**src/cmpgc_pkg.sv**
```systemverilog
`default_nettype none
package cmpgc_pkg;

    // Register indexes of the configuration port.
    localparam logic [2:0] CFG_THRESHOLD    = 3'd0;
    localparam logic [2:0] CFG_RATIO        = 3'd1;
    localparam logic [2:0] CFG_KNEE         = 3'd2;
    localparam logic [2:0] CFG_MODE         = 3'd3;
    localparam logic [2:0] CFG_ATTACK       = 3'd4;
    localparam logic [2:0] CFG_RELEASE      = 3'd5;
    localparam logic [2:0] CFG_SLOW_ATTACK  = 3'd6;
    localparam logic [2:0] CFG_SLOW_RELEASE = 3'd7;

    // Reset values of the registers (threshold is -20 dB in Q8.8).
    localparam logic [14:0] THRESHOLD_RST    = 15'h6C00;
    localparam logic [11:0] RATIO_RST        = 12'd512;
    localparam logic [12:0] KNEE_RST         = 13'd2560;
    localparam logic [3:0]  MODE_RST         = 4'd0;
    localparam logic [15:0] ATTACK_RST       = 16'd64000;
    localparam logic [15:0] RELEASE_RST      = 16'd65500;
    localparam logic [15:0] SLOW_ATTACK_RST  = 16'd65400;
    localparam logic [15:0] SLOW_RELEASE_RST = 16'd65520;

    // Fixed release pole of the fast residual in dual release.
    localparam logic [15:0] FAST_RELEASE_Q16 = 16'd65509;

    // Reciprocals for the constant divisions by 5 (shift 18) and by 100 (shift 26).
    localparam logic [15:0] RECIP5   = 16'd52429;
    localparam logic [19:0] RECIP100 = 20'd671089;

    typedef struct packed {
        logic [14:0] threshold_db;
        logic [11:0] ratio_q8;
        logic [12:0] knee_db;
        logic [3:0]  mode_select;
        logic [15:0] attack_coeff;
        logic [15:0] release_coeff;
        logic [15:0] slow_attack_coeff;
        logic [15:0] slow_release_coeff;
    } cfg_t;

    // One target gain handed from the front to the back.
    typedef struct packed {
        logic               valid;
        logic signed [15:0] tgt;
    } push_t;

    typedef enum logic [1:0] {
        GM_NORMAL,
        GM_SOFT,
        GM_HARD
    } gain_mode_t;

    typedef enum logic [1:0] {
        SM_DUAL,
        SM_SINGLE,
        SM_OPTO
    } smooth_mode_t;

    function automatic gain_mode_t gain_mode(input logic [3:0] m);
        gain_mode_t g;
        unique case (m)
            4'd0, 4'd3, 4'd6, 4'd9, 4'd12, 4'd15: g = GM_NORMAL;
            4'd1, 4'd4, 4'd7, 4'd10, 4'd13:       g = GM_SOFT;
            default:                              g = GM_HARD;
        endcase
        return g;
    endfunction

    function automatic smooth_mode_t smooth_mode(input logic [3:0] m);
        smooth_mode_t s;
        unique case (m)
            4'd3, 4'd4, 4'd5: s = SM_SINGLE;
            4'd6, 4'd7, 4'd8: s = SM_OPTO;
            default:          s = SM_DUAL;
        endcase
        return s;
    endfunction

endpackage
`default_nettype wire

```
**src/cmpgc_queue.sv**
```systemverilog
`default_nettype none
module cmpgc_queue (
    input  logic               clk,
    input  logic               rst_n,
    input  cmpgc_pkg::push_t   push,
    output logic               full,
    input  logic               pop,
    output logic               has_data,
    output logic signed [15:0] head
);
    import cmpgc_pkg::*;

    logic signed [15:0] mem_reg [2];
    logic               wr_reg, rd_reg;
    logic [1:0]         cnt_reg, cnt_next;

    always_comb
    begin
        cnt_next = cnt_reg;
        if (push.valid && !pop)
        begin
            cnt_next = cnt_reg + 2'd1;
        end
        else if (pop && !push.valid)
        begin
            cnt_next = cnt_reg - 2'd1;
        end
    end

    always_ff @(posedge clk or negedge rst_n)
    begin
        if (!rst_n)
        begin
            wr_reg  <= 1'b0;
            rd_reg  <= 1'b0;
            cnt_reg <= 2'd0;
        end
        else
        begin
            cnt_reg <= cnt_next;
            if (push.valid)
            begin
                wr_reg <= !wr_reg;
            end
            if (pop)
            begin
                rd_reg <= !rd_reg;
            end
        end
    end

    always_ff @(posedge clk)
    begin
        if (push.valid)
        begin
            mem_reg[wr_reg] <= push.tgt;
        end
    end

    assign full     = (cnt_reg == 2'd2);
    assign has_data = (cnt_reg != 2'd0);
    assign head     = mem_reg[rd_reg];

endmodule
`default_nettype wire

```
**config.mk**
```make
export PLATFORM = sky130hd
export DESIGN_NAME = cmpgc_queue
export DESIGN_NICKNAME = d
export VERILOG_FILES = /design/src/cmpgc_pkg.sv /design/src/cmpgc_queue.sv
export SDC_FILE = /design/constraint.sdc
export NUM_CORES = 1
export LEC_CHECK = 0
export BUFFER_PORTS_ARGS = -buffer_cell sky130_fd_sc_hd__buf_4
export CAP_MARGIN = 20
export CORE_MARGIN = 2
export CORE_UTILIZATION = 40
export CTS_CLUSTER_SIZE = 16
export DETAILED_ROUTE_END_ITERATION = 7
export PLACE_DENSITY = 0.74
export RECOVER_POWER = 50
export SYNTH_ARGS = -nofsm -noshare
export SYNTH_HDL_FRONTEND = slang
export SYNTH_SLANG_ARGS = --single-unit
```
**constraint.sdc**
```tcl
create_clock -name clk -period 2.35 [get_ports clk]
set_input_delay 0.5875 -clock clk [delete_from_list [all_inputs] [get_ports clk]]
set_output_delay 0.5875 -clock clk [all_outputs]
set_load 0.1 [all_outputs]
```
Word-level counts from Yosys, hierarchy flattened
Memory sizes are Yosys's and may differ from the RTL's.
Index checks and enable logic that the tools add are counted.
Cells by class
  mux-type cells: 4
  reductions and logical operators: 8
  add/sub/neg operators: 2
  equality and inequality tests: 1
Operators by type and width (number)
  logical NOT 1 bit: 4
  2-to-1 mux 2 bit: 2
  nonzero test 2 bit: 2
  adder 2 x 1 -> 2 bit (second input constant): 1
  equality test 2 bit (second input constant): 1
  logical AND 1 bit: 2
  2-to-1 mux 1 bit: 2
  subtractor 2 x 1 -> 2 bit (second input constant): 1
Storage, ports and cells
  memories: 1
  output and inout bits: 18
  flip-flop bits (word level): 4
  RAM bits: 32
  logic and storage cells: 19
Memories
  mem_reg: depth 2, width 16, read ports 1, clocked after memory_dff 0, wr ports 1, line cmpgc_queue.sv:13  | logic signed [15:0] mem_reg [2];

Longest topological paths before layout
Gate-level depths: netlist (run 1).
  depth in word-level cells: 4
  gate-level depth with buffers: 5
  mapped depth without buffers: 5

Worst setup path before layout (run 1)
Ideal clock, no wire load.
  path kind: flip-flop to output port
  start: register cnt_reg[0]
  end: output port full
  data required time: 1.762 ns
  data arrival time: 1.749 ns
  buffers on the path: 0
  path slack: 0.014 ns
  cell stages (with the launch flop): 2
  cell sequence: dfrtp_1 nor2b_1
On the way
  cells in the longest elaborated chain, start to end: 1
RTL lines
  start: declaration: line cmpgc_queue.sv:15  | logic [1:0] cnt_reg, cnt_next;
  start signal: assignment: line cmpgc_queue.sv:40  | cnt_reg <= cnt_next;
  equality test 2 bit: line cmpgc_queue.sv:60  | assign full = (cnt_reg == 2'd2);
  end: declaration: line cmpgc_queue.sv:6  | output logic full,
No other way between the ends.

Worst setup path in the final report (run 1)
  start: register rd_reg
  end: output port head[14]
On the way
  cells in the longest elaborated chain, start to end: 1
RTL lines
  start: declaration: line cmpgc_queue.sv:14  | logic wr_reg, rd_reg;
  start signal: assignment: line cmpgc_queue.sv:47  | rd_reg <= !rd_reg;
  memory (2 x 16 bit)
  end: declaration: line cmpgc_queue.sv:9  | output logic signed [15:0] head
No other way between the ends.

==> flow_summary.json, run 1 <==
{
  "status": "finished, final reports clean",
  "rsz0062_at_grt": "no",
  "seq_area_frac_synth_pct": 76.1,
  "overflow": 0,
  "reg2reg_depth": 1,
  "drc": 0,
  "setup_tns_ns": 0,
  "synth-xor-area-share_pct": 3.14,
  "cp_max_fo": 10,
  "hp-start": "pop",
  "first_global_vias": 749,
  "synth_area_per_cell_um2": 21.1,
  "synthesis.area_um2": 1400,
  "synth_top_area_share_pct": 68.9,
  "clockRootBuffer": "clkbuf_4",
  "dp_slack_ns": 0.613,
  "die_h_um": 63.1,
  "cp.required_ns": 1.76,
  "crit_path_start_kind": "flip-flop",
  "critPathKind": "flip-flop to output pin",
  "grt_max_degree": 17,
  "ys_ff_latch": 36,
  "clock_latency_ns": 0.33,
  "worst_pin_slew_ns": 0.776,
  "via_count": 725,
  "wire_per_inst_um": 14.4,
  "hold_path_depth": 2,
  "cap_violations": 0,
  "synth.area.top_cells": "edfxtp_1 (69%), mux2_4 (9.7%), dfrtp_1 (7.2%)",
  "cts_hold_buf": 0,
  "yosys_warnings": 0,
  "finalNetCount": 134,
  "num_rows": 21,
  "worstSetupEndpointType": "output pin",
  "r2r_start": "wr_reg$_DFFE_PN0P_",
  "setup_slack_ns": 0.280,
  "post_cts_buffers": 0,
  "die_x_um": 63.1,
  "drt_iter0_drc": 6,
  "first_pass_iters": 3,
  "postPlaceCellArea_um2": 1730,
  "finalCritPeriodShare_pct": 88.1,
  "final_common_cell": "edfxtp_1",
  "io_buffer_count": 37,
  "synthSimpleGateAreaFrac_pct": 2.06,
  "holdPathEnd": "rd_reg$_DFFE_PN0P_",
  "dieArea_um2": 3980,
  "synthCells": 66,
  "antenna_found_initial": 0,
  "drive_above_1_share_pct": 49.1,
  "hp-class": "input port to flip-flop",
  "synth_cell_type_count": 14,
  "synth-compound-area-share_pct": 0,
  "most-common-layout-cells": "edfxtp_1 (32), buf_4 (22), clkbuf_4 (15)",
  "grt_usage_pct": 12.7,
  "synth_fa_ha_area_share_pct": 0.897,
  "dp.cells": 151,
  "largest_reg_flops": 32,
  "ant_nets": 0,
  "synth_top_family_by_area": "multiplexers",
  "fin_area_um2": 1780,
  "clkSinkCount": 36,
  "cts.reportedPaths.clkPinSlew_ns": 0.10,
  "hold_violations": 0,
  "setup_viol": 0,
  "num_antenna_cells": 0,
  "arrival_ns": 1.48,
  "slew_headroom_pct": 48.2,
  "synth_top_cell_by_area": "edfxtp_1",
  "finalCriticalPeriod_ns": 2.07,
  "r2r-end": "mem_reg[1][6]$_DFFE_PP_",
  "initial_core_util_pct": 41.8,
  "syn_nets": 87,
  "syn_to_final_growth_pct": 27.7,
  "rrSetupSlack_ns": 0.94,
  "place_congestion": 0.615,
  "synth_mux_area_share_pct": 15.3,
  "cts_tree": "yes",
  "skew_ns": 0.00521,
  "fmax_ghz": 0.483,
  "slew_viol_final": 0,
  "stdcell_count": 160,
  "h-tree-depth": 2,
  "cts_resized": 0,
  "clockBufferDepth": 2,
  "wl_um": 2300,
  "grt_pass1_wl_um": 3550,
  "io_pins": 38,
  "vias_per_cell": 4.53,
  "cts_buffers": 5,
  "core_um2": 3340
}
per-stage QoR:
stage | util [%] | hold slack (ns)
final | 53.4 | 0.431
after floorplan | - | 0.292
after detailed placement | 51.8 | 0.391
after global placement | 51.8 | 0.385
after CTS | 54.1 | 0.0209
after global routing | 53.4 | 0.411
layer usage:
layer  routed length [um]  part of all wire (%)  vias up  track usage, %
li1                     -                     -      339               -
met1                  871                    38      351            13.1
met2                 1240                    54       31            21.9
met3                  164                   7.1        4            6.07
met4                   27                   1.2        0            5.00
met5                    0                     0        -               0
how the worst max path moves through the flow:
stage | depth (start not counted) | endpoint | slack, ns | startpoint
after global routing | 3 | head[14] | 0.19 | rd_reg$_DFFE_PN0P_
after floorplan | 1 | full | 0.01 | cnt_reg[0]$_DFFE_PN0P_
after detailed placement | 2 | mem_reg[1][12]$_DFFE_PP_ | 0.61 | push[16]
final | 3 | head[14] | 0.28 | rd_reg$_DFFE_PN0P_
after CTS | 3 | head[14] | 0.26 | rd_reg$_DFFE_PN0P_
after global placement | 2 | mem_reg[1][11]$_DFFE_PP_ | 0.65 | push[16]
critical path, stage by stage, from the launching register on:
cell and delay, ns:
dfrtp_1 0.36, buf_4 0.20, mux2_2 0.36, buf_4 0.23
area by class of cell:
type | count | area [um2]
clock buffer | 6 | 41.3
clock inverter | 2 | 35.0
fill | 300 | 1560
inverter | 1 | 3.75
multi-input combinational | 27 | 299
sequential | 36 | 1060
tap | 46 | 57.6
timing repair buffer | 42 | 284
synth_stat cells:
master    number
dfrtp_1        4
buf_6          1
mux2_4         9
edfxtp_1      32
nor2_1         1
and2_1         1
xor2_1         4
ha_1           1
xnor2_1        1
or2_2          1
inv_1          1
mux2_2         7
buf_12         1
nor2b_1        2
cells by family (layout without fill, tap and decap cells):
logic type                 after synthesis  after routing
DFF                                     36             36
muxes                                   16             16
xor gates and xnor gates                 5              5
and+or+nand+nor                          5              5
buffers and inverters                    3             51
adders and majority gates                1              1
Power of run 1 is left out: the tool's default activity adds up to more than one toggle a clock period on the data nets, which glitch-free logic cannot reach.
==> run 2, diff against run 1 <==
--- a/config.mk
+++ b/config.mk
@@ -5,13 +5,14 @@
 export SDC_FILE = /design/constraint.sdc
 export NUM_CORES = 1
 export LEC_CHECK = 0
+export ABC_AREA = 1
 export BUFFER_PORTS_ARGS = -buffer_cell sky130_fd_sc_hd__buf_4
 export CAP_MARGIN = 20
 export CORE_MARGIN = 2
 export CORE_UTILIZATION = 40
 export CTS_CLUSTER_SIZE = 16
 export DETAILED_ROUTE_END_ITERATION = 7
-export PLACE_DENSITY = 0.74
+export PLACE_DENSITY = 0.76
 export RECOVER_POWER = 50
 export SYNTH_ARGS = -nofsm -noshare
 export SYNTH_HDL_FRONTEND = slang
==> constraint.sdc (replaced) <==
create_clock -name clk -period 1.7 [get_ports clk]
set_input_delay 0.425 -clock clk [delete_from_list [all_inputs] [get_ports clk]]
set_output_delay 0.425 -clock clk [all_outputs]
set_load 0.1 [all_outputs]
==> flow_summary.json, run 2 <==
{
  "status": "finished, violations left",
  "violations": "negative setup slack",
  "die_h_um": 63.4,
  "clkSinkCount": 36,
  "finalCritPeriodShare_pct": 110,
  "synthesis.area_um2": 1410,
  "hold_violations": 0,
  "hpwl_um": 1770,
  "synth_cell_type_count": 14,
  "n_fill_cell": 282,
  "setup_tns_ns": -2.42,
  "ys_ff_latch": 36,
  "drc": 0,
  "cp_max_fo": 7,
  "hp-class": "input port to flip-flop",
  "drt_iter0_drc": 16,
  "setup_slack_ns": -0.171,
  "yosys_warnings": 0,
  "final_common_cell": "edfxtp_1",
  "antenna_found_initial": 0,
  "place_congestion": 0.638,
  "ant_nets": 0,
  "slew_viol_final": 0,
  "drive_above_1_share_pct": 48.4,
  "vias_per_cell": 4.56,
  "finalCriticalPeriod_ns": 1.87,
  "cts_buffers": 5,
  "worst_pin_slew_ns": 0.277,
  "synth_top_cell_by_area": "edfxtp_1",
  "synth_area_per_cell_um2": 18.8,
  "wire_per_inst_um": 15.3,
  "cts_tree": "yes",
  "num_antenna_cells": 0,
  "most-common-layout-cells": "edfxtp_1 (32), mux2_4 (16), clkbuf_4 (16), buf_12 (16), clkbuf_1 (8)",
  "skew_ns": 0.0185,
  "overflow": 0,
  "slew_headroom_pct": 81.6,
  "syn_nets": 96,
  "synthFlopType": "edfxtp_1",
  "first_pass_iters": 4,
  "synthCells": 75,
  "finalNetCount": 146,
  "register_area_um2": 1060,
  "initial_core_util_pct": 42.0,
  "clockRootBuffer": "clkbuf_4",
  "worstSetupEndpointType": "output pin",
  "num_rows": 21,
  "cap_violations": 0,
  "io_buffer_count": 37,
  "synth.area.top_cells": "edfxtp_1 (68%), mux2_4 (9.6%), dfrtp_1 (7.1%)",
  "via_count": 785,
  "crit_path_start_kind": "flip-flop",
  "setup_viol": 16,
  "grt_pass1_wl_um": 4140,
  "h-tree-depth": 2,
  "critPathKind": "flip-flop to output pin",
  "largest_reg_flops": 32,
  "clock_latency_ns": 0.34,
  "seq_area_frac_synth_pct": 75.1,
  "cp.required_ns": 1.27,
  "multiInputGateArea_um2": 323,
  "async_flop_share_pct": 11.1,
  "first_global_vias": 859,
  "cts.reportedPaths.clkPinSlew_ns": 0.10,
  "grt_usage_pct": 14.6,
  "die_x_um": 63.4,
  "synth_most_common_cell": "edfxtp_1",
  "core_um2": 3360,
  "clockBufferDepth": 2,
  "whs_ns": 0.268,
  "wl_um": 2630,
  "synth_top_area_share_pct": 68.0,
  "rsz0062_at_grt": "yes",
  "arrival_ns": 1.45,
  "grt_max_degree": 17,
  "io_pins": 38,
  "ys_top_cells_by_count": "edfxtp_1 (32), mux2_4 (9), inv_1 (7), mux2_2 (7), nand2_1 (6)",
  "fmax_ghz": 0.534,
  "dieArea_um2": 4020,
  "synth_edf_count": 32,
  "syn_to_final_growth_pct": 45.2
}
## run 2: cell count changes after synthesis, sizes merged
| cell | delta |
|---|---|
| and2 | -1 |
| inv | +6 |
| nand2 | +6 |
| nand3 | +1 |
| nand4 | +1 |
| nor2 | +1 |
| nor2b | -2 |
| or2 | -1 |
| xor2 | -2 |
## run 2: cells by family after synthesis
logic type | Yosys count | share of synthesized area [%]
DFF | 36 | 75.1
muxes | 16 | 15.1
and+or+nand+nor | 10 | 2.92
buffers and inverters | 9 | 4.07
xor gates and xnor gates | 3 | 1.86
adders and majority gates | 1 | 0.886
## run 2: through the flow
step                      worst slack [ns]  cell area, um2  std cells  util [%]
after floorplan                     0.0606            1420         75         -
after global placement               0.172            1760        161      52.2
after detailed placement             0.147            1760        161      52.2
after CTS                           -0.206            2040        172      60.8
after global routing                -0.233            2050        172      61.0
final                               -0.171            2050        172      61.0
## run 2: worst max-delay path, cell delays in order (launching register included)
cell and delay (ns):
dfrtp_1 0.43, buf_6 0.18, mux2_4 0.33, buf_12 0.17
## run 2: repair_timing
| item | in CTS | in global routing |
|---|---|---|
| hold endpoints to repair | 4 | 0 |
| resized for setup | 53 | 7 |
| cloned | 1 | 0 |
| hold buffers | 1 | 0 |
| setup buffers | 1 | 0 |
| endpoints found under the setup margin | 16 | 17 |
## run 2: worst paths after layout
path                                            endpoint  slack [ns]  depth (start not counted)               start
worst max-delay path                             head[0]       -0.17                          3  rd_reg$_DFFE_PN0P_
worst min-delay path                  rd_reg$_DFFE_PN0P_        0.27                          2                 pop
worst max register to register  mem_reg[1][15]$_DFFE_PP_        0.66                          3  wr_reg$_DFFE_PN0P_
worst min register to register        wr_reg$_DFFE_PN0P_        0.51                          1  wr_reg$_DFFE_PN0P_
max in group asynchronous             wr_reg$_DFFE_PN0P_        1.01                          2               rst_n
min in group asynchronous             rd_reg$_DFFE_PN0P_        0.46                          2               rst_n
## run 2: layer usage
metal / part of all wire [%] / GRT usage [%] / wire length (um)
met1: 35 / 13.3 / 932
met3: 5.2 / 4.11 / 137
met2: 56 / 26.7 / 1470
met4: 3.3 / 11.1 / 87
met5: 0 / 0 / 0
## run 2: layout make-up
cell class / instances / share of cell area [%]
sequential: 36 / 51.7
timing repair buffer: 45 / 26.0
multi-input combinational: 30 / 15.7
tap: 46 / 2.81
clock buffer: 7 / 2.20
inverter: 7 / 1.28
clock inverter: 1 / 0.244
Power of run 2 is left out for the same reason.
