$ cat config.mk
export PLATFORM = sky130hd
export DESIGN_NAME = cmpgc_front
export DESIGN_NICKNAME = d
export VERILOG_FILES = /design/src/cmpgc_pkg.sv /design/src/cmpgc_div.sv /design/src/cmpgc_front.sv
export SDC_FILE = /design/constraint.sdc
export NUM_CORES = 2
export LEC_CHECK = 0
export ABC_AREA = 1
export BUFFER_PORTS_ARGS = -buffer_cell sky130_fd_sc_hd__clkbuf_2
export CAP_MARGIN = 10
export CORE_MARGIN = 3
export CORE_UTILIZATION = 65
export CTS_CLUSTER_DIAMETER = 200
export CTS_CLUSTER_SIZE = 40
export DETAILED_ROUTE_END_ITERATION = 8
export PLACE_DENSITY = 0.87
export SLEW_MARGIN = 30
export SYNTH_ARGS = -nofsm -noshare
export SYNTH_HDL_FRONTEND = slang
export SYNTH_HIERARCHICAL = 1
export SYNTH_SLANG_ARGS = --single-unit
$ cat constraint.sdc
create_clock -name clk -period 9.1 [get_ports clk]
set_input_delay 0.455 -clock clk [delete_from_list [all_inputs] [get_ports clk]]
set_output_delay 0.455 -clock clk [all_outputs]
set_load 0.005 [all_outputs]
$ cat src/cmpgc_pkg.sv
`default_nettype none
package cmpgc_pkg;

    // Register indexes of the configuration port.
    localparam logic [2:0] CFG_THRESHOLD    = 3'd0;
    localparam logic [2:0] CFG_RATIO        = 3'd1;
    localparam logic [2:0] CFG_KNEE         = 3'd2;
    localparam logic [2:0] CFG_MODE         = 3'd3;
    localparam logic [2:0] CFG_ATTACK       = 3'd4;
    localparam logic [2:0] CFG_RELEASE      = 3'd5;
    localparam logic [2:0] CFG_SLOW_ATTACK  = 3'd6;
    localparam logic [2:0] CFG_SLOW_RELEASE = 3'd7;

    // Reset values of the registers (threshold is -20 dB in Q8.8).
    localparam logic [14:0] THRESHOLD_RST    = 15'h6C00;
    localparam logic [11:0] RATIO_RST        = 12'd512;
    localparam logic [12:0] KNEE_RST         = 13'd2560;
    localparam logic [3:0]  MODE_RST         = 4'd0;
    localparam logic [15:0] ATTACK_RST       = 16'd64000;
    localparam logic [15:0] RELEASE_RST      = 16'd65500;
    localparam logic [15:0] SLOW_ATTACK_RST  = 16'd65400;
    localparam logic [15:0] SLOW_RELEASE_RST = 16'd65520;

    // Fixed release pole of the fast residual in dual release.
    localparam logic [15:0] FAST_RELEASE_Q16 = 16'd65509;

    // Reciprocals for the constant divisions by 5 (shift 18) and by 100 (shift 26).
    localparam logic [15:0] RECIP5   = 16'd52429;
    localparam logic [19:0] RECIP100 = 20'd671089;

    typedef struct packed {
        logic [14:0] threshold_db;
        logic [11:0] ratio_q8;
        logic [12:0] knee_db;
        logic [3:0]  mode_select;
        logic [15:0] attack_coeff;
        logic [15:0] release_coeff;
        logic [15:0] slow_attack_coeff;
        logic [15:0] slow_release_coeff;
    } cfg_t;

    // One target gain handed from the front to the back.
    typedef struct packed {
        logic               valid;
        logic signed [15:0] tgt;
    } push_t;

    typedef enum logic [1:0] {
        GM_NORMAL,
        GM_SOFT,
        GM_HARD
    } gain_mode_t;

    typedef enum logic [1:0] {
        SM_DUAL,
        SM_SINGLE,
        SM_OPTO
    } smooth_mode_t;

    function automatic gain_mode_t gain_mode(input logic [3:0] m);
        gain_mode_t g;
        unique case (m)
            4'd0, 4'd3, 4'd6, 4'd9, 4'd12, 4'd15: g = GM_NORMAL;
            4'd1, 4'd4, 4'd7, 4'd10, 4'd13:       g = GM_SOFT;
            default:                              g = GM_HARD;
        endcase
        return g;
    endfunction

    function automatic smooth_mode_t smooth_mode(input logic [3:0] m);
        smooth_mode_t s;
        unique case (m)
            4'd3, 4'd4, 4'd5: s = SM_SINGLE;
            4'd6, 4'd7, 4'd8: s = SM_OPTO;
            default:          s = SM_DUAL;
        endcase
        return s;
    endfunction

endpackage
`default_nettype wire

$ cat src/cmpgc_div.sv
`default_nettype none
module cmpgc_div (
    input  logic        clk,
    input  logic        rst_n,
    input  logic        start,
    input  logic [29:0] dividend,
    input  logic [13:0] divisor,
    output logic        busy,
    output logic [29:0] quotient
);
    import cmpgc_pkg::*;

    // Restoring division, two quotient bits a cycle.
    logic [29:0] dvd_reg, dvd_next;
    logic [29:0] quo_reg, quo_next;
    logic [13:0] rem_reg, rem_next;
    logic [13:0] dsr_reg;
    logic [3:0]  cnt_reg, cnt_next;
    logic        busy_reg, busy_next;

    always_comb
    begin
        logic [14:0] t;
        logic [29:0] d;
        logic [29:0] q;
        logic [13:0] r;
        d = dvd_reg;
        q = quo_reg;
        r = rem_reg;
        for (int i = 0; i < 2; i++)
        begin
            t = {r, d[29]};
            d = {d[28:0], 1'b0};
            if (t >= {1'b0, dsr_reg})
            begin
                t = t - {1'b0, dsr_reg};
                q = {q[28:0], 1'b1};
            end
            else
            begin
                q = {q[28:0], 1'b0};
            end
            r = t[13:0];
        end
        dvd_next  = d;
        quo_next  = q;
        rem_next  = r;
        cnt_next  = cnt_reg + 4'd1;
        busy_next = (cnt_reg != 4'd14);
    end

    always_ff @(posedge clk or negedge rst_n)
    begin
        if (!rst_n)
        begin
            busy_reg <= 1'b0;
            cnt_reg  <= 4'd0;
        end
        else if (start)
        begin
            busy_reg <= 1'b1;
            cnt_reg  <= 4'd0;
        end
        else if (busy_reg)
        begin
            busy_reg <= busy_next;
            cnt_reg  <= cnt_next;
        end
    end

    always_ff @(posedge clk)
    begin
        if (start)
        begin
            dvd_reg <= dividend;
            dsr_reg <= divisor;
            quo_reg <= 30'd0;
            rem_reg <= 14'd0;
        end
        else if (busy_reg)
        begin
            dvd_reg <= dvd_next;
            quo_reg <= quo_next;
            rem_reg <= rem_next;
        end
    end

    assign busy     = busy_reg;
    assign quotient = quo_reg;

endmodule
`default_nettype wire

$ cat src/cmpgc_front.sv
`default_nettype none
module cmpgc_front (
    input  logic               clk,
    input  logic               rst_n,
    input  cmpgc_pkg::cfg_t    cfg,
    input  logic signed [16:0] level_db,
    input  logic               in_valid,
    output logic               in_stall,
    input  logic               q_full,
    output cmpgc_pkg::push_t   push
);
    import cmpgc_pkg::*;

    typedef enum logic [9:0] {
        F_IDLE  = 10'b0000000001,
        F_PREP  = 10'b0000000010,
        F_RLOAD = 10'b0000000100,
        F_RWAIT = 10'b0000001000,
        F_CLASS = 10'b0000010000,
        F_SQ    = 10'b0000100000,
        F_NUM   = 10'b0001000000,
        F_KLOAD = 10'b0010000000,
        F_KWAIT = 10'b0100000000,
        F_PUSH  = 10'b1000000000
    } fstate_t;

    fstate_t            state_reg, state_next;
    logic signed [16:0] level_reg;
    logic signed [17:0] over_reg;
    logic [12:0]        r_reg;
    logic [13:0]        k_reg;
    logic [16:0]        s_reg;
    logic [14:0]        t2_reg;
    logic [29:0]        sq_reg;
    logic [29:0]        kdvd_reg;
    logic [17:0]        mag_reg;

    logic        div_start;
    logic [29:0] div_dvd;
    logic [13:0] div_dsr;
    logic        div_busy;
    logic [29:0] div_q;

    cmpgc_div u_div (
        .clk      (clk),
        .rst_n    (rst_n),
        .start    (div_start),
        .dividend (div_dvd),
        .divisor  (div_dsr),
        .busy     (div_busy),
        .quotient (div_q)
    );

    // Effective ratio and knee for the selected gain mode.
    logic [11:0]        r_base, d;
    logic [13:0]        d3;
    logic [29:0]        soft_prod;
    logic [18:0]        knee33;
    logic [38:0]        hard_k_prod;
    logic [12:0]        r_eff;
    logic [13:0]        k_eff;
    logic signed [17:0] over;

    always_comb
    begin
        r_base      = (cfg.ratio_q8 < 12'd256) ? 12'd256 : cfg.ratio_q8;
        d           = r_base - 12'd256;
        d3          = 14'({2'b00, d} * 14'd3);
        soft_prod   = 30'(d3 + 14'd2) * 30'(RECIP5);
        knee33      = 19'(cfg.knee_db) * 19'd33 + 19'd50;
        hard_k_prod = 39'(knee33) * 39'(RECIP100);
        unique case (gain_mode(cfg.mode_select))
            GM_SOFT:
            begin
                r_eff = 13'd256 + 13'(soft_prod[29:18]);
                k_eff = 14'(cfg.knee_db) + 14'd1536;
            end
            GM_HARD:
            begin
                r_eff = 13'd256 + 13'((d3 + 14'd1) >> 1);
                k_eff = 14'(hard_k_prod[38:26]);
            end
            default:
            begin
                r_eff = 13'(r_base);
                k_eff = 14'(cfg.knee_db);
            end
        endcase
        over = $signed({level_reg[16], level_reg})
             - $signed({{3{cfg.threshold_db[14]}}, cfg.threshold_db});
    end

    // Curve region and the products that feed it.
    logic signed [18:0] over2, k19;
    logic               above, in_knee;
    logic [16:0]        s;
    logic [33:0]        lin_prod;
    logic [46:0]        num;

    always_comb
    begin
        over2    = {over_reg, 1'b0};
        k19      = $signed({5'b0, k_reg});
        above    = over2 > k19;
        in_knee  = (k_reg != 14'd0) && (over2 > -k19);
        s        = 17'h10000 - div_q[16:0];
        lin_prod = 34'(over_reg[16:0]) * 34'(s);
        num      = 47'(s_reg) * 47'(sq_reg);
    end

    logic [17:0] mag_sat;

    always_comb
    begin
        mag_sat   = (mag_reg > 18'd32768) ? 18'd32768 : mag_reg;
        push.tgt  = 16'(18'd0 - mag_sat);
        push.valid = (state_reg == F_PUSH) && !q_full;
        in_stall  = (state_reg != F_IDLE);
        div_start = (state_reg == F_RLOAD) || (state_reg == F_KLOAD);
        div_dvd   = (state_reg == F_RLOAD) ? (30'h1000000 + 30'(r_reg >> 1)) : kdvd_reg;
        div_dsr   = (state_reg == F_RLOAD) ? 14'(r_reg) : k_reg;
    end

    always_comb
    begin
        state_next = state_reg;
        unique case (state_reg)
            F_IDLE:  if (in_valid) state_next = F_PREP;
            F_PREP:  state_next = F_RLOAD;
            F_RLOAD: state_next = F_RWAIT;
            F_RWAIT: if (!div_busy) state_next = F_CLASS;
            F_CLASS:
            begin
                priority if (above)   state_next = F_PUSH;
                else if (in_knee)     state_next = F_SQ;
                else                  state_next = F_PUSH;
            end
            F_SQ:    state_next = F_NUM;
            F_NUM:   state_next = F_KLOAD;
            F_KLOAD: state_next = F_KWAIT;
            F_KWAIT: if (!div_busy) state_next = F_PUSH;
            F_PUSH:  if (!q_full) state_next = F_IDLE;
            default: state_next = F_IDLE;
        endcase
    end

    always_ff @(posedge clk or negedge rst_n)
    begin
        if (!rst_n)
        begin
            state_reg <= F_IDLE;
        end
        else
        begin
            state_reg <= state_next;
        end
    end

    always_ff @(posedge clk)
    begin
        if (state_reg == F_IDLE && in_valid)
        begin
            level_reg <= level_db;
        end
        if (state_reg == F_PREP)
        begin
            r_reg    <= r_eff;
            k_reg    <= k_eff;
            over_reg <= over;
        end
        if (state_reg == F_RWAIT)
        begin
            mag_reg <= 18'd0;
        end
        if (state_reg == F_CLASS)
        begin
            s_reg  <= s;
            t2_reg <= 15'(over2 + k19);
            if (above)
            begin
                mag_reg <= 18'((lin_prod + 34'd32768) >> 16);
            end
        end
        if (state_reg == F_SQ)
        begin
            sq_reg <= 30'(t2_reg) * 30'(t2_reg);
        end
        if (state_reg == F_NUM)
        begin
            kdvd_reg <= 30'((num + (47'(k_reg) << 18)) >> 19);
        end
        if (state_reg == F_KWAIT && !div_busy)
        begin
            mag_reg <= 18'(div_q);
        end
    end

endmodule
`default_nettype wire

; Yosys cells after proc, flatten, opt, wreduce, memory -nomap -nowiden
; Memories as Yosys holds them, arrays and structs flattened.
; Index checks and enable logic that the tools add are counted.
[op_classes]
addsub = 18
mul = 7
magnitude_cmp = 6
eq_ne = 18
n_mux = 27
n_reduce_logical = 10
[ops]
columns = op, count
row1 = 10-bit case mux with 10 select lines, 1
row2 = 18-bit two-way mux, 4
row3 = 10-bit two-way mux, 6
row4 = 30-bit two-way mux, 2
row5 = 47-bit by 32-bit adder with 47-bit output, 1
row6 = 17-bit by 30-bit multiplier with 47-bit output, 1
row7 = "19-bit by 20-bit multiplier with 39-bit output, second input constant", 1
row8 = "34-bit by 16-bit adder with 34-bit output, second input constant", 1
row9 = 17-bit by 17-bit multiplier with 34-bit output, 1
row10 = 15-bit by 14-bit greater-or-equal comparator with 1-bit output, 2
row11 = 15-bit by 15-bit multiplier with 30-bit output, 1
row12 = "15-bit by 16-bit multiplier with 30-bit output, second input constant", 1
row13 = 14-bit two-way mux, 2
row14 = 28-bit two-way mux, 1
row15 = 14-bit case mux with 2 select lines, 1
row16 = 14-bit subtractor, 2
row17 = "25-bit by 12-bit adder with 26-bit output, first input constant", 1
row18 = 13-bit case mux with 2 select lines, 1
row19 = "19-bit by 6-bit adder with 19-bit output, second input constant", 1
row20 = 19-bit by 15-bit greater-than comparator with 1-bit output, 1
row21 = 19-bit greater-than comparator, 1
row22 = "13-bit by 6-bit multiplier with 19-bit output, second input constant", 1
row23 = 14-bit negator with 19-bit output, 1
row24 = "18-bit by 16-bit greater-than comparator with 1-bit output, second input constant", 1
row25 = other kinds (39), 50
[word_totals]
register_bits = 261
mem_bits_ro = 32
output_inout_bits = 18
word_cells = 104
memories = 1
[mem_list]
columns = memory, words, width, rd, rd_clocked_by_memory_dff, wr, line
row1 = (name not given), 16, 2, 1, 0, 0, cmpgc_pkg.sv:62  ; unique case (m)

; Longest topological paths before layout
[depth]
ltp_word = 8
ltp_mapped = 51

; Cells and area by module
; The synthesis kept the hierarchy.
[modules_own_cells]
columns = module, n_inst, cells_each, area_per_inst_um2, seq_area_each_um2
row1 = cmpgc_front, 1, 6767, 54666.2, 5146.2
row2 = cmpgc_div, 1, 682, 5417.7, 2327.2

; Worst setup path after synthesis
; No wires, ideal clock.
[synth_path]
path_type = in2reg
startpoint = input port cfg[90] in the netlist's numbering
endpoint = register r_reg[12] (data pin)
setup_ns = 0.250
t_arrival_ns = 7.202
setup_slack_ns = 1.648
stages = 48
path_buffers = 0
path_cell_list = nor2_1 -> nand2_1 -> nand2_1 -> inv_1 -> ha_1 -> inv_1 -> fa_1 -> inv_1 -> nand2_1 -> nand2_1 -> nand3_1 -> nand2_1 -> nand2_1 -> nand2_2 -> inv_2 -> nor2_4 -> inv_1 -> nor2_4 -> [... 12 more ...] -> ha_1 -> nand2_1 -> nand2_1 -> a31oi_1 -> nand2_1 -> inv_1 -> nor2_1 -> nor2_1 -> nand3_1 -> nand3_1 -> nand2_1 -> inv_1 -> ha_1 -> inv_1 -> nor2_2 -> nand4_1 -> nand2_1 -> nor2_1
[synth_via]
elab_chain_len = 8
elab_cells_between_ends = 10
classes_between = 5 x add/sub / 2 x mul / 1 x order compare / 2 x mux
[synth_rtl]
columns = item, line
row1 = from (decl), cmpgc_front.sv:5  ; input cmpgc_pkg::cfg_t cfg,
row2 = 12-bit by 9-bit less-than comparator with 1-bit output, cmpgc_front.sv:66  ; r_base = (cfg.ratio_q8 < 12'd256) ? 12'd256 : cfg.ratio_q8;
row3 = 12-bit two-way mux *, cmpgc_front.sv:66
row4 = 12-bit by 9-bit subtractor with 12-bit output *, cmpgc_front.sv:67  ; d = r_base - 12'd256;
row5 = 12-bit by 2-bit multiplier with 14-bit output *, cmpgc_front.sv:68  ; d3 = 14'({2'b00, d} * 14'd3);
row6 = 14-bit by 2-bit adder with 15-bit output, cmpgc_front.sv:69  ; soft_prod = 30'(d3 + 14'd2) * 30'(RECIP5);
row7 = 15-bit by 16-bit multiplier with 30-bit output, cmpgc_front.sv:69
row8 = 9-bit by 12-bit adder with 13-bit output, cmpgc_front.sv:75  ; r_eff = 13'd256 + 13'(soft_prod[29:18]);
row9 = 13-bit case mux with 2 select lines *, cmpgc_front.sv:72  ; unique case (gain_mode(cfg.mode_select))
row10 = via r_eff[12], cmpgc_front.sv:60  ; logic [12:0] r_eff;
row11 = to (signal assigned), cmpgc_front.sv:167  ; r_reg <= r_eff;
row12 = to (decl), cmpgc_front.sv:30  ; logic [12:0] r_reg;
; Mark *: on every way through the listed nets, which the timed path passes. The rest lies on a longest branch.
; A chain may end at the register's enable or synchronous reset.

; Worst setup path after layout
[layout_path]
startpoint = register u_div.quo_reg[0] (netlist: u_div/quotient[0])
endpoint = register mag_reg[16]
[layout_via]
elab_chain_len = 6
[layout_rtl]
columns = item, line
row1 = from (decl), cmpgc_div.sv:15  ; logic [29:0] quo_reg, quo_next;
row2 = from (signal assigned), cmpgc_div.sv:83  ; quo_reg <= quo_next;
row3 = 17-bit subtractor, cmpgc_front.sv:106  ; s = 17'h10000 - div_q[16:0];
row4 = 17-bit by 17-bit multiplier with 34-bit output, cmpgc_front.sv:107  ; lin_prod = 34'(over_reg[16:0]) * 34'(s);
row5 = 34-bit by 16-bit adder with 34-bit output, cmpgc_front.sv:181  ; mag_reg <= 18'((lin_prod + 34'd32768) >> 16);
row6 = 18-bit two-way mux, cmpgc_front.sv:179  ; if (above)
row7 = 18-bit two-way mux, cmpgc_front.sv:175  ; if (state_reg == F_CLASS)
row8 = 18-bit two-way mux, cmpgc_front.sv:192  ; if (state_reg == F_KWAIT && !div_busy)
row9 = to (signal assigned), cmpgc_front.sv:181
row10 = to (signal assigned), cmpgc_front.sv:194  ; mag_reg <= 18'(div_q);
row11 = to (decl), cmpgc_front.sv:36  ; logic [17:0] mag_reg;
; Every way passes these cells.

==> results.cfg <==
[final_layout]
nNetsFinal = 9211
instances_no_fill = 8535
syn2layout_area_growth_pct = 3.159
drive_gt1_share_pct = 3.615
largest_register_ffs = 30
utilization_pct = 67.94

[global_route]
grt_pass1_vias = 52180
grtUsageTotal_pct = 35.11
grt_overflow = 0
grt_pass1_wl_um = 264900
grt_max_degree = 51
grt_antenna_before_repair = 4

[status]
violations = DRC
status = finished, violations left

[route]
drt-pass1-iter-count = 8
wl_met3_um = 16820
wl_per_cell_um = 19.18
drtIter0Drc = 4558
maxUsedRoutingLayer = met5
wl_met1_um = 61340
ant_nets = 0
wl_um = 163700
avgViaCountPerCell = 5.765
num_vias = 49210
wl_met2_um = 75970
drcViolationCount = 1

[cts]
clockBufferDepth = 3
cts_post_setup_buffers_inserted = 0
clock_latency_ps = 550
ctsHtreeMaxLevel = 1
cts.repair.resized = 0
cts.sinks = 260
clk_pin_slew_worst_paths_ps = 160
clockRootBuffer = clkbuf_16
numCtsBuffers = 10
cts_tree = yes
cts_hold_buffers = 1

[timing]
worstMarginPinSlew_ps = 1081
drv_slew = 0
finalSetupViolCount = 0
maxClockFrequency_mhz = 120.4
rsz0062_at_grt = false
hold_viol = 0
period_minus_slack_ps = 8307
finalSetupTns_ps = 0
hold_slack_ps = 58.57
relSlewSlack_pct = 27.93
fin_skew_ps = 45.89
fin_crit_sh_pct = 91.28

[setup_path]
criticalPathCategory = flip-flop to flip-flop
critPathLaunch = u_div/quotient[0]$_SDFFE_PP0P_
cp.arrival_ps = 8800
r2r_start = u_div/quotient[0]$_SDFFE_PP0P_
endpoint = mag_reg[16]$_DFF_P_
ff2ff_setup_slack_ps = 790
critPathMaxStageDelay_ps = 560
cp.required_ps = 9600
rr_worst_depth = 29
setup.worst_path.end_class = flip-flop
start_kind = flip-flop
reg2reg_to = mag_reg[16]$_DFF_P_
critPathMaxFanout = 16
crit_slowest_cell = fa_1

[die]
initial_utilization_pct = 65.86
num_io_pins = 147
die_x_um = 308.9
die_h_um = 308.9
rows = 110
core_area_sq_mm = 0.09056
die_area_sq_mm = 0.09543

[job]
drv_cap = 0

[placement]
post-dp-hpwl_um = 134800
place_inst = 8516
gp_congestion = 0.9998
port-buffer-count = 82

[synthesis]
ys_warn_count = 6
syn_avg_cell_area_sq_um = 8.058
syn_inst = 7402
syn-cell-area_sq_mm = 0.05965

[worst_hold_path]
hold_class = input pin to flip-flop
==> how the worst min path moves through the flow <==
stage / from / endpoint / slack [ps] / depth (start not counted)
after CTS: level_db[0] / level_reg[0]$_DFFE_PP_ / 70 / 1
after floorplan: rst_n / state_reg[1]$_DFFE_PN0P_ / 160 / 0
after global placement: rst_n / state_reg[3]$_DFFE_PN0P_ / 390 / 1
after global routing: level_db[1] / level_reg[1]$_DFFE_PP_ / 60 / 1
final: level_db[1] / level_reg[1]$_DFFE_PP_ / 60 / 1
after detailed placement: rst_n / state_reg[1]$_DFFE_PN0P_ / 400 / 1
==> through the flow <==
stage          area (sq um)  worst slack (ps)
6_report              61530             793.4
5_1_grt               61530             409.5
4_1_cts               61510             983.7
3_5_place_dp          61170             449.0
3_3_place_gp          61130             640.3
2_1_floorplan         59670              1648
==> critical path, delay by kind of cell, from the launching register on <==
family / cells / cell delay [ps]
and+or+nand+nor: 11 / 1680
DFF: 1 / 510
adders and majority gates: 7 / 3510
AOI/OAI and AO/OA: 5 / 1630
buffers and inverters: 6 / 890
==> area by class of cell <==
type | count | area, sq um
clock buffer | 14 | 307.8
fill | 7118 | 29030
timing repair buffer | 145 | 904.6
clock inverter | 2 | 22.52
multi-input combinational | 5004 | 44330
sequential | 260 | 7233
tap | 1176 | 1471
inverter | 1933 | 7258
antenna | 1 | 2.502
==> routing by layer <==
layer	global-route usage [%]	up-vias
met3	6.436	712
met2	58.05	2651
li1	-	22240
met5	0	-
met4	17.13	2
met1	44.82	23600
==> cell usage in the layout, fill, tap and decap left out, drive strengths merged, types with 50 or more instances in the layout <==
cell type	count
ha	756
clkbuf	96
edfxtp	195
buf	62
nand4	58
o21ai	208
dfxtp	50
xor2	122
nor2	472
nand3	151
nor3	57
a21oi	306
inv	1925
fa	972
nand2	1608
Power is left out: the tool's default activity adds up to more than one toggle a clock period on the data nets, which glitch-free logic cannot reach.
