<file path="src/cmpgc_pkg.sv">
`default_nettype none
package cmpgc_pkg;

    // Register indexes of the configuration port.
    localparam logic [2:0] CFG_THRESHOLD    = 3'd0;
    localparam logic [2:0] CFG_RATIO        = 3'd1;
    localparam logic [2:0] CFG_KNEE         = 3'd2;
    localparam logic [2:0] CFG_MODE         = 3'd3;
    localparam logic [2:0] CFG_ATTACK       = 3'd4;
    localparam logic [2:0] CFG_RELEASE      = 3'd5;
    localparam logic [2:0] CFG_SLOW_ATTACK  = 3'd6;
    localparam logic [2:0] CFG_SLOW_RELEASE = 3'd7;

    // Reset values of the registers (threshold is -20 dB in Q8.8).
    localparam logic [14:0] THRESHOLD_RST    = 15'h6C00;
    localparam logic [11:0] RATIO_RST        = 12'd512;
    localparam logic [12:0] KNEE_RST         = 13'd2560;
    localparam logic [3:0]  MODE_RST         = 4'd0;
    localparam logic [15:0] ATTACK_RST       = 16'd64000;
    localparam logic [15:0] RELEASE_RST      = 16'd65500;
    localparam logic [15:0] SLOW_ATTACK_RST  = 16'd65400;
    localparam logic [15:0] SLOW_RELEASE_RST = 16'd65520;

    // Fixed release pole of the fast residual in dual release.
    localparam logic [15:0] FAST_RELEASE_Q16 = 16'd65509;

    // Reciprocals for the constant divisions by 5 (shift 18) and by 100 (shift 26).
    localparam logic [15:0] RECIP5   = 16'd52429;
    localparam logic [19:0] RECIP100 = 20'd671089;

    typedef struct packed {
        logic [14:0] threshold_db;
        logic [11:0] ratio_q8;
        logic [12:0] knee_db;
        logic [3:0]  mode_select;
        logic [15:0] attack_coeff;
        logic [15:0] release_coeff;
        logic [15:0] slow_attack_coeff;
        logic [15:0] slow_release_coeff;
    } cfg_t;

    // One target gain handed from the front to the back.
    typedef struct packed {
        logic               valid;
        logic signed [15:0] tgt;
    } push_t;

    typedef enum logic [1:0] {
        GM_NORMAL,
        GM_SOFT,
        GM_HARD
    } gain_mode_t;

    typedef enum logic [1:0] {
        SM_DUAL,
        SM_SINGLE,
        SM_OPTO
    } smooth_mode_t;

    function automatic gain_mode_t gain_mode(input logic [3:0] m);
        gain_mode_t g;
        unique case (m)
            4'd0, 4'd3, 4'd6, 4'd9, 4'd12, 4'd15: g = GM_NORMAL;
            4'd1, 4'd4, 4'd7, 4'd10, 4'd13:       g = GM_SOFT;
            default:                              g = GM_HARD;
        endcase
        return g;
    endfunction

    function automatic smooth_mode_t smooth_mode(input logic [3:0] m);
        smooth_mode_t s;
        unique case (m)
            4'd3, 4'd4, 4'd5: s = SM_SINGLE;
            4'd6, 4'd7, 4'd8: s = SM_OPTO;
            default:          s = SM_DUAL;
        endcase
        return s;
    endfunction

endpackage
`default_nettype wire

</file>
<file path="src/cmpgc_back.sv">
`default_nettype none
module cmpgc_back (
    input  logic               clk,
    input  logic               rst_n,
    input  cmpgc_pkg::cfg_t    cfg,
    input  logic               has_data,
    input  logic signed [15:0] head,
    output logic               pop,
    output logic signed [15:0] target_gain_db,
    output logic signed [15:0] applied_gain_db,
    output logic               out_valid,
    input  logic               out_stall
);
    import cmpgc_pkg::*;

    typedef enum logic [5:0] {
        B_IDLE = 6'b000001,
        B_MUL1 = 6'b000010,
        B_ADD1 = 6'b000100,
        B_MUL2 = 6'b001000,
        B_ADD2 = 6'b010000,
        B_HOLD = 6'b100000
    } bstate_t;

    // round(diff * c / 2^16) with ties away from zero.
    function automatic logic signed [25:0] mul_round16(input logic signed [25:0] diff,
                                                        input logic [16:0] c);
        logic [25:0] mag;
        logic [42:0] prod;
        logic [25:0] q;
        mag  = diff[25] ? 26'(-diff) : 26'(diff);
        prod = 43'(mag) * 43'(c);
        q    = 26'((prod + 43'd32768) >> 16);
        return diff[25] ? $signed(26'(26'd0 - q)) : $signed(q);
    endfunction

    bstate_t            state_reg, state_next;
    logic signed [23:0] single_acc_reg, slow_acc_reg, fast_acc_reg, opto_acc_reg;
    logic signed [15:0] tgt_reg;
    logic signed [25:0] prod_reg;
    logic signed [23:0] resid_reg;
    logic [15:0]        rel_reg;
    logic signed [15:0] tgt_out_reg, app_out_reg, app_res_reg;
    logic               out_valid_reg;

    smooth_mode_t       sm;
    logic signed [23:0] x;
    logic signed [25:0] x26;
    logic signed [25:0] diff;
    logic [16:0]        c;
    logic [16:0]        depth;
    logic [24:0]        neg_opto;
    logic [21:0]        depth_raw;
    logic signed [25:0] sum;
    logic signed [23:0] acc_new;
    logic signed [24:0] resid_full;
    logic signed [24:0] applied;
    logic [24:0]        app_mag;
    logic [16:0]        app_q;
    logic [16:0]        app_sat;
    logic               out_free;

    function automatic logic signed [25:0] ext26(input logic signed [23:0] v);
        return {{2{v[23]}}, v};
    endfunction

    always_comb
    begin
        sm  = smooth_mode(cfg.mode_select);
        x   = {tgt_reg, 8'h00};
        x26 = ext26(x);

        // Opto pole slides toward the slow release as the reduction deepens to 8 dB.
        neg_opto  = 25'(0) - 25'({opto_acc_reg[23], opto_acc_reg});
        depth_raw = neg_opto[24:3];
        if (!opto_acc_reg[23])
        begin
            depth = 17'd0;
        end
        else if (depth_raw > 22'd65536)
        begin
            depth = 17'h10000;
        end
        else
        begin
            depth = 17'(depth_raw);
        end

        diff = 26'sd0;
        c    = 17'd0;
        if (state_reg == B_MUL1)
        begin
            unique case (sm)
                SM_SINGLE:
                begin
                    diff = ext26(single_acc_reg) - x26;
                    c    = {1'b0, (x < single_acc_reg) ? cfg.attack_coeff : cfg.release_coeff};
                end
                SM_OPTO:
                begin
                    diff = $signed({10'b0, cfg.slow_release_coeff})
                         - $signed({10'b0, cfg.release_coeff});
                    c    = depth;
                end
                default:
                begin
                    diff = ext26(slow_acc_reg) - x26;
                    c    = {1'b0, (x < slow_acc_reg) ? cfg.slow_attack_coeff
                                                     : cfg.slow_release_coeff};
                end
            endcase
        end
        else if (state_reg == B_MUL2)
        begin
            if (sm == SM_OPTO)
            begin
                diff = ext26(opto_acc_reg) - x26;
                c    = {1'b0, (x < opto_acc_reg) ? cfg.attack_coeff : rel_reg};
            end
            else
            begin
                diff = ext26(fast_acc_reg) - ext26(resid_reg);
                c    = {1'b0, (resid_reg < fast_acc_reg) ? cfg.attack_coeff
                                                         : FAST_RELEASE_Q16};
            end
        end

        // The pole output: x + rounded product (for the fast residual, resid).
        if (state_reg == B_ADD2 && sm != SM_OPTO)
        begin
            sum = ext26(resid_reg) + prod_reg;
        end
        else
        begin
            sum = x26 + prod_reg;
        end
        acc_new = sum[23:0];

        resid_full = 25'({x[23], x}) - 25'({acc_new[23], acc_new});
        if (state_reg == B_ADD2 && sm == SM_DUAL)
        begin
            applied = 25'({slow_acc_reg[23], slow_acc_reg}) + 25'({acc_new[23], acc_new});
        end
        else
        begin
            applied = {acc_new[23], acc_new};
        end
        app_mag = applied[24] ? 25'(25'd0 - applied) : 25'd0;
        app_q   = 17'((app_mag + 25'd128) >> 8);
        app_sat = (app_q > 17'd32768) ? 17'd32768 : app_q;

        out_free = !out_valid_reg || !out_stall;
        pop      = (state_reg == B_IDLE) && has_data;
    end

    always_comb
    begin
        state_next = state_reg;
        unique case (state_reg)
            B_IDLE: if (has_data) state_next = B_MUL1;
            B_MUL1: state_next = B_ADD1;
            B_ADD1: state_next = (sm == SM_SINGLE) ? B_HOLD : B_MUL2;
            B_MUL2: state_next = B_ADD2;
            B_ADD2: state_next = B_HOLD;
            B_HOLD: if (out_free) state_next = B_IDLE;
            default: state_next = B_IDLE;
        endcase
    end

    always_ff @(posedge clk or negedge rst_n)
    begin
        if (!rst_n)
        begin
            state_reg      <= B_IDLE;
            single_acc_reg <= 24'sd0;
            slow_acc_reg   <= 24'sd0;
            fast_acc_reg   <= 24'sd0;
            opto_acc_reg   <= 24'sd0;
            out_valid_reg  <= 1'b0;
        end
        else
        begin
            state_reg <= state_next;
            if (state_reg == B_ADD1)
            begin
                unique case (sm)
                    SM_SINGLE: single_acc_reg <= acc_new;
                    SM_OPTO:   ;
                    default:   slow_acc_reg   <= acc_new;
                endcase
            end
            if (state_reg == B_ADD2)
            begin
                if (sm == SM_OPTO)
                begin
                    opto_acc_reg <= acc_new;
                end
                else
                begin
                    fast_acc_reg <= acc_new;
                end
            end
            if (state_reg == B_HOLD && out_free)
            begin
                out_valid_reg <= 1'b1;
            end
            else if (!out_stall)
            begin
                out_valid_reg <= 1'b0;
            end
        end
    end

    always_ff @(posedge clk)
    begin
        if (pop)
        begin
            tgt_reg <= head;
        end
        if (state_reg == B_MUL1 || state_reg == B_MUL2)
        begin
            prod_reg <= mul_round16(diff, c);
        end
        if (state_reg == B_ADD1)
        begin
            // In opto mode the first product moves the release pole off release_coeff.
            rel_reg     <= 16'($signed({10'b0, cfg.release_coeff}) + prod_reg);
            resid_reg   <= resid_full[24] ? resid_full[23:0] : 24'sd0;
            app_res_reg <= 16'(17'd0 - app_sat);
        end
        if (state_reg == B_ADD2)
        begin
            app_res_reg <= 16'(17'd0 - app_sat);
        end
        if (state_reg == B_HOLD && out_free)
        begin
            tgt_out_reg <= tgt_reg;
            app_out_reg <= app_res_reg;
        end
    end

    assign out_valid       = out_valid_reg;
    assign target_gain_db  = tgt_out_reg;
    assign applied_gain_db = app_out_reg;

endmodule
`default_nettype wire

</file>
<file path="config.mk">
export PLATFORM = sky130hd
export DESIGN_NAME = cmpgc_back
export DESIGN_NICKNAME = d
export VERILOG_FILES = /design/src/cmpgc_pkg.sv /design/src/cmpgc_back.sv
export SDC_FILE = /design/constraint.sdc
export NUM_CORES = 2
export LEC_CHECK = 0
export BUFFER_PORTS_ARGS = -buffer_cell sky130_fd_sc_hd__buf_2
export CAP_MARGIN = 20
export CORE_ASPECT_RATIO = 0.5
export CORE_MARGIN = 4
export CORE_UTILIZATION = 30
export CTS_CLUSTER_SIZE = 16
export DETAILED_ROUTE_END_ITERATION = 7
export GPL_TIMING_DRIVEN = 0
export SLEW_MARGIN = 15
export SYNTH_ARGS = -nofsm -noshare
export SYNTH_HDL_FRONTEND = slang
export SYNTH_SLANG_ARGS = --single-unit
</file>
<file path="constraint.sdc">
create_clock -name clk -period 11.33 [get_ports clk]
set_input_delay 0.5665 -clock clk [delete_from_list [all_inputs] [get_ports clk]]
set_output_delay 0.5665 -clock clk [all_outputs]
set_load 0.05 [all_outputs]
</file>
=== Word level (Yosys, flattened, before mapping) ===
Index checks and enable logic that the tools add are counted.

* Add/sub/neg operators: 17
* Multiply operators: 1
* Order comparisons: 6
* Equal/unequal tests: 18
* Mux-type cells: 29
* Bitwise operators: 2
* Reductions and logical operators: 18

{| class="wikitable"
|+ Operators with widths
! kind !! count
|-
| 16-bit 2-to-1 mux || 9
|-
| 24-bit by 24-bit subtractor with 25-bit output || 5
|-
| 26-bit 2-to-1 mux || 4
|-
| 24-bit less-than comparator || 4
|-
| 26-bit case mux with 2 select lines || 1
|-
| 17-bit 2-to-1 mux || 3
|-
| 25-bit 2-to-1 mux || 2
|-
| 24-bit adder || 2
|-
| 24-bit 2-to-1 mux || 2
|-
| 40-bit by 16-bit adder with 40-bit output, second input constant || 1
|-
| 26-bit by 17-bit multiplier with 40-bit output || 1
|-
| 6-bit case mux with 6 select lines || 1
|-
| 17-bit case mux with 2 select lines || 1
|-
| 26-bit negator || 1
|-
| 24-bit by 24-bit adder with 25-bit output || 1
|-
| 25-bit by 8-bit adder with 25-bit output, second input constant || 1
|-
| 1-bit by 24-bit subtractor with 25-bit output, first input constant || 1
|-
| 1-bit by 25-bit subtractor with 25-bit output, first input constant || 1
|-
| 1-bit by 24-bit subtractor with 24-bit output, first input constant || 1
|-
| 22-bit by 17-bit > comparator with 1-bit output, second input constant || 1
|-
| 6-bit 2-to-1 mux || 3
|-
| 17-bit by 16-bit > comparator with 1-bit output, second input constant || 1
|-
| 16-bit by 16-bit subtractor with 17-bit output || 1
|-
| 16-bit adder || 1
|-
| other kinds (25) || 42
|}

* Register bits after elaboration: 231
* Input bits: 128
* Output and inout port bits: 34
* Word-level logic and storage cells: 104

=== Depth between registers and ports, before layout ===
* Depth after elaboration: 16
* Depth in mapped cells: 51
* Mapped depth without buffers: 48

=== Least setup slack after synthesis ===
OpenSTA, ideal clock, no wires.

* Path kind: input-to-reg
* Start: input cfg[66] (netlist bit)
* End: register prod_reg[23], data pin
* Setup time: 0.268 ns
* Arrival time: 11.438 ns
* Data required time: 11.062 ns
* Setup slack: -0.376 ns
* Stages on the path: 44
* Buffers on the path: 7
* Cell sequence: or4b_2 > nand2_1 > ha_1 > buf_2 > clkbuf_1 > clkbuf_1 > buf_1 > buf_1 > nor3b_1 > a21oi_1 > o21ai_0 > a221oi_1 > a32oi_1 > clkbuf_1 > a21oi_1 > xor2_1 > clkbuf_1 > nor2_1 > [... 8 more ...] > fa_1 > inv_1 > ha_1 > a21o_1 > a211oi_1 > o21bai_1 > a21o_1 > a221o_1 > a221oi_1 > o21a_1 > o31a_1 > xor2_1 > nand4_1 > nor4_2 > nor3b_2 > nand3_1 > o31a_1 > xnor3_1

* Longest elaborated chain between the ends: 13
* Elaborated cells on any way between the ends: 25
* Classes of those cells: add/sub: 3; mul: 1; eq/ne: 8; mux: 11; reduce/logical: 2

{| class="wikitable"
|+ RTL lines
! item !! line !! RTL
|-
| start: declaration || cmpgc_back.sv:5 || <nowiki>input cmpgc_pkg::cfg_t cfg,</nowiki>
|-
| 4-bit by 3-bit == test with 1-bit output (tied with other cells) || cmpgc_pkg.sv:72 || <nowiki>unique case (m)</nowiki>
|-
| 3-bit OR reduction || cmpgc_pkg.sv:72 ||
|-
| 2-bit case mux with 2 select lines * || cmpgc_pkg.sv:72 ||
|-
| 2-bit == test || n/a ||
|-
| 26-bit 2-to-1 mux || cmpgc_back.sv:115 || <nowiki>if (sm == SM_OPTO)</nowiki>
|-
| 26-bit 2-to-1 mux || cmpgc_back.sv:113 || <nowiki>else if (state_reg == B_MUL2)</nowiki>
|-
| 26-bit 2-to-1 mux || cmpgc_back.sv:91 || <nowiki>if (state_reg == B_MUL1)</nowiki>
|-
| 26-bit negator || cmpgc_back.sv:31 || <nowiki>mag = diff[25] ? 26'(-diff) : 26'(diff);</nowiki>
|-
| 26-bit 2-to-1 mux || cmpgc_back.sv:31 ||
|-
| 26-bit by 17-bit multiplier with 40-bit output || cmpgc_back.sv:32 || <nowiki>prod = 43'(mag) * 43'(c);</nowiki>
|-
| 40-bit by 16-bit adder with 40-bit output || cmpgc_back.sv:33 || <nowiki>q = 26'((prod + 43'd32768) >> 16);</nowiki>
|-
| 1-bit by 24-bit subtractor with 24-bit output || cmpgc_back.sv:34 || <nowiki>return diff[25] ? $signed(26'(26'd0 - q)) : $signed(q);</nowiki>
|-
| 24-bit 2-to-1 mux * || cmpgc_back.sv:34 ||
|-
| end signal: assignment || cmpgc_back.sv:222 || <nowiki>prod_reg <= mul_round16(diff, c);</nowiki>
|-
| end: declaration || cmpgc_back.sv:40 || <nowiki>logic signed [25:0] prod_reg;</nowiki>
|}

Every way passes the cells marked *; elsewhere a longest branch is shown, timed or not.
A chain may end at the register's enable or synchronous reset.

=== Worst setup path in the final report ===
* Start: register tgt_reg[0]
* End: register prod_reg[17], data pin

* Longest elaborated chain between the ends: 10
* Elaborated cells on any way between the ends: 23
* Classes of those cells: add/sub: 6; mul: 1; order compare: 3; mux: 13

{| class="wikitable"
|+ RTL lines
! item !! line !! RTL
|-
| start: declaration || cmpgc_back.sv:39 || <nowiki>logic signed [15:0] tgt_reg;</nowiki>
|-
| start signal: assignment || cmpgc_back.sv:218 || <nowiki>tgt_reg <= head;</nowiki>
|-
| 24-bit by 24-bit subtractor with 25-bit output || cmpgc_back.sv:117 || <nowiki>diff = ext26(opto_acc_reg) - x26;</nowiki>
|-
| 26-bit 2-to-1 mux || cmpgc_back.sv:115 ||
|-
| 26-bit 2-to-1 mux || cmpgc_back.sv:113 ||
|-
| 26-bit 2-to-1 mux || cmpgc_back.sv:91 ||
|-
| 26-bit negator || cmpgc_back.sv:31 ||
|-
| 26-bit 2-to-1 mux || cmpgc_back.sv:31 ||
|-
| 26-bit by 17-bit multiplier with 40-bit output || cmpgc_back.sv:32 ||
|-
| 40-bit by 16-bit adder with 40-bit output || cmpgc_back.sv:33 ||
|-
| 1-bit by 24-bit subtractor with 24-bit output || cmpgc_back.sv:34 ||
|-
| 24-bit 2-to-1 mux * || cmpgc_back.sv:34 ||
|}

Marked as above.

==> metrics.md <==
| Metric | Value |
|---|---|
| Run status | complete, but fails checks |
| Failing checks | negative setup slack |
| Dpl hpwl | 115200 µm |
| Drt first pass iters | 8 |
| Post-Syn Instances | 4193 |
| Vias in the first global route | 33970 |
| Storage element area | 6422 µm² |
| Switching part of the total power | 0.5276 |
| Die Span Y | 252.9 µm |
| Max H-tree Level | 1 |
| CP most frequent cell | fa_1 |
| TritonCTS clock tree | built |
| Buf/Inv on CP | 10 |
| Layout cells sized above 1 | 0.1876 |
| Power per standard cell area | 204.3 nW/µm² |
| Int Power | 4.223 mW |
| Io pins | 162 |
| Comb power frac | 0.731 |
| Maximum vdd drop | 0.0001277 V |
| Maxcap violations | 0 |
| CP max FO | 6 |
| Die Wd | 497.8 µm |
| Period minus WS final | 11630 ps |
| Worst Hold Slack | 117.3 ps |
| GPL Wtd Cong | 1.024 |
| Internal reg-to-reg setup slack | -300 ps |
| # fillers | 12080 |
| Global route overflow | 0 |
| # DRC | 0 |
| Clk buf depth | 3 |
| Crit path kind | register to register |
| Register area share after synthesis | 0.1785 |
| Initial core utilization | 0.3037 |
| Layout Skew | 17.38 ps |
| Synth top area share | 0.2036 |
| Worst slew pin tran | 1205 ps |
| Commonest non-fill, non-tap cells in the layout | 534 x inv_1, 369 x nor2_1, 355 x fa_1, 333 x nand2_1, 285 x ha_1 |
| Predominant post-synthesis flop cell | edfxtp_1 |
| N_diodes | 0 |
| Lkg Pwr | 19.96 nW |
| Via density | 5.388 |
| Core area | 118500 µm² |
| Commonest non-fill, non-tap cell in the layout | inv_1 |
| Placed Area | 38870 µm² |
| PortBufs | 121 |
| Top post-synthesis cells by area | fa_1 20%, ha_1 11%, edfxtp_1 11% |
| Post-synth EDFFs | 128 |
| Sequential power share | 0.161 |
| CP peak stage delay | 610 ps |
| Initial detailed-routing violation count | 2695 |
| Post-route antenna net violation count | 0 |
| Worst-path clk slew | 70 ps |
| Clock power share | 0.108 |
| First-pass GRT wire length | 214000 µm |
| Async set-reset flop share out of synthesis | 0.4459 |
| Setup ws final | -300.3 ps |
| Area of the multi-input gates | 28790 µm² |
| Pin count of the biggest net entering global routing | 75 |
| Final hold violations | 0 |
| Worst hold path type | input port to register |
| RSZ-0062 raised after global routing | yes |
| Slew margin rel. | 0.1931 |
| Clock Latency Late Sink | 620 ps |
| Post-synthesis register bit count | 231 |
| CP endpoint kind | register |
| Floorplan row count | 89 |
| Final setup violation count | 6 |
| Synth cell types | 114 |
| Switching power | 4.717 mW |
| Slowest CP cell | fa_1 |
| Clock sink count | 231 |
| Number of CTS-inserted buffers | 30 |
| Post-route cell area | 43760 µm² |
| Initial antenna violation count | 6 |
| Pins Over Slew Limit | 0 |
| Area growth syn-to-layout | 21.60% |
| Nets | 5377 |
| Post-Syn Area per Cell | 8.582 µm² |
| Fmax | 85.98 MHz |
| Crit share post-route | 1.027 |
| WP data required | 11680 ps |
| Full die area | 125900 µm² |
| Yosys top cell by area | fa_1 |
| Synthesized area | 35980 µm² |
| Critical path's top delay family | adder cells |
| Syn. warnings | 0 |
| Critical path arrival | 11980 ps |
| Vias | 33330 |
| Worst Setup Start Kind | register |
| Global Route Usage Sum | 0.2225 |
| Routed len/inst | 23.22 µm |
| Root buf cell | clkbuf_16 |
| WL final | 143700 µm |
-- metrics by stage --
stage / util / TNS, ps / instances / power [mW] / setup slack [ps]
after floorplan: - / 0 / 4205 / 5.154 / 0.1803
after global placement: 0.3263 / -71460 / 5918 / 6.792 / -4238
after detailed placement: 0.3280 / -74740 / 5929 / 6.899 / -4433
after CTS: 0.3610 / -535.9 / 6133 / 8.615 / -185.6
after global routing: 0.3693 / -3862 / 6187 / 9.499 / -636.0
final: 0.3693 / -1258 / 6187 / 8.940 / -300.3
-- routing by layer --
metal  global-route usage  share of wire  routed length (µm)
met4              0.07930          0.042                6086
met5                    0        0.00011                  16
met2               0.3626           0.45               64440
met3              0.03223          0.078               11140
met1               0.3022           0.43               62000
-- final cells by class --
cell class / instances / share of cell area
Clock buffer: 37 / 0.01776
Multi-Input combinational cell: 3255 / 0.6579
Inverter: 566 / 0.04872
Timing Repair Buffer: 344 / 0.05782
Buffer: 145 / 0.02142
Clock inverter: 17 / 0.004089
Tap cell: 1592 / 0.04552
Sequential cell: 231 / 0.1468
-- power groups by stage --
| stage | clock, mW | combinational (mW) | sequential [mW] |
|---|---|---|---|
| after global placement | 0 | 5.34 | 1.45 |
| final | 0.967 | 6.53 | 1.44 |
| after floorplan | 0 | 3.86 | 1.29 |
| after global routing | 1.01 | 7.04 | 1.45 |
| after detailed placement | 0 | 5.45 | 1.45 |
| after CTS | 0.987 | 6.20 | 1.42 |
-- cell families (layout without fill, tap and decap cells) --
| logic type | Yosys count | in the layout | synth area share |
|---|---|---|---|
| flip-flops | 231 | 231 | 0.1785 |
| XOR/XNOR | 229 | 229 | 0.05713 |
| AO/OA/AOI/OAI | 935 | 935 | 0.1753 |
| other | 2 | 14 | 0.0002087 |
| buffers and inverters | 719 | 1109 | 0.07549 |
| AND/OR/NAND/NOR | 1333 | 1333 | 0.1818 |
| multiplexers | 67 | 67 | 0.01985 |
| adder cells (fa/ha/maj) | 677 | 677 | 0.3117 |
-- final timing paths --
kind                                            from                       endpoint  cells past startpoint
min in group asynchronous                      rst_n    opto_acc_reg[1]$_DFFE_PN0P_                      2
setup / recovery                tgt_reg[0]$_DFFE_PP_         prod_reg[17]$_DFFE_PP_                     46
hold reg to reg            app_res_reg[14]$_DFFE_PP_  applied_gain_db[14]$_DFFE_PP_                      0
max in group asynchronous                      rst_n   fast_acc_reg[20]$_DFFE_PN0P_                      3
setup reg to reg                tgt_reg[0]$_DFFE_PP_         prod_reg[17]$_DFFE_PP_                     46
hold / removal                               head[4]           tgt_reg[4]$_DFFE_PP_                      1
-- repair_timing --
action                                  CTS  global route
pin swaps                               114            95
endpoints found under the setup margin   24            22
buffers inserted                        154            59
resized for setup                       390           162
gates cloned                              1             0
hold buffers                              1             0
endpoints found under the hold margin    29             0
-- cells in the mapped netlist (8+ instances only) --
cell type,instances
edfxtp_1,128
xnor2_1,135
and2_1,44
nor2b_1,69
clkbuf_1,128
nand3b_1,21
buf_1,18
o21bai_1,26
nor3_1,68
a221oi_1,26
mux2i_1,35
o21ai_0,192
a22oi_1,15
nor2_1,393
o22ai_1,12
mux2_2,31
a311oi_1,9
o21ai_1,23
ha_1,310
a31o_2,9
a21oi_1,222
o211ai_1,27
and3_1,27
nand2_1,341
or2_2,39
fa_1,366
a221o_1,16
o41ai_1,8
or3_1,27
a21o_1,89
a211oi_1,30
o31ai_1,22
nand4_1,29
a21boi_0,17
xor2_1,89
a211o_1,10
nand3_1,49
dfrtp_1,102
o21a_1,40
or4_1,9
nand2b_1,144
o211a_1,9
inv_1,563
nor4_1,22
a31oi_1,32
No activity file was read; power rests on OpenSTA's default activity.
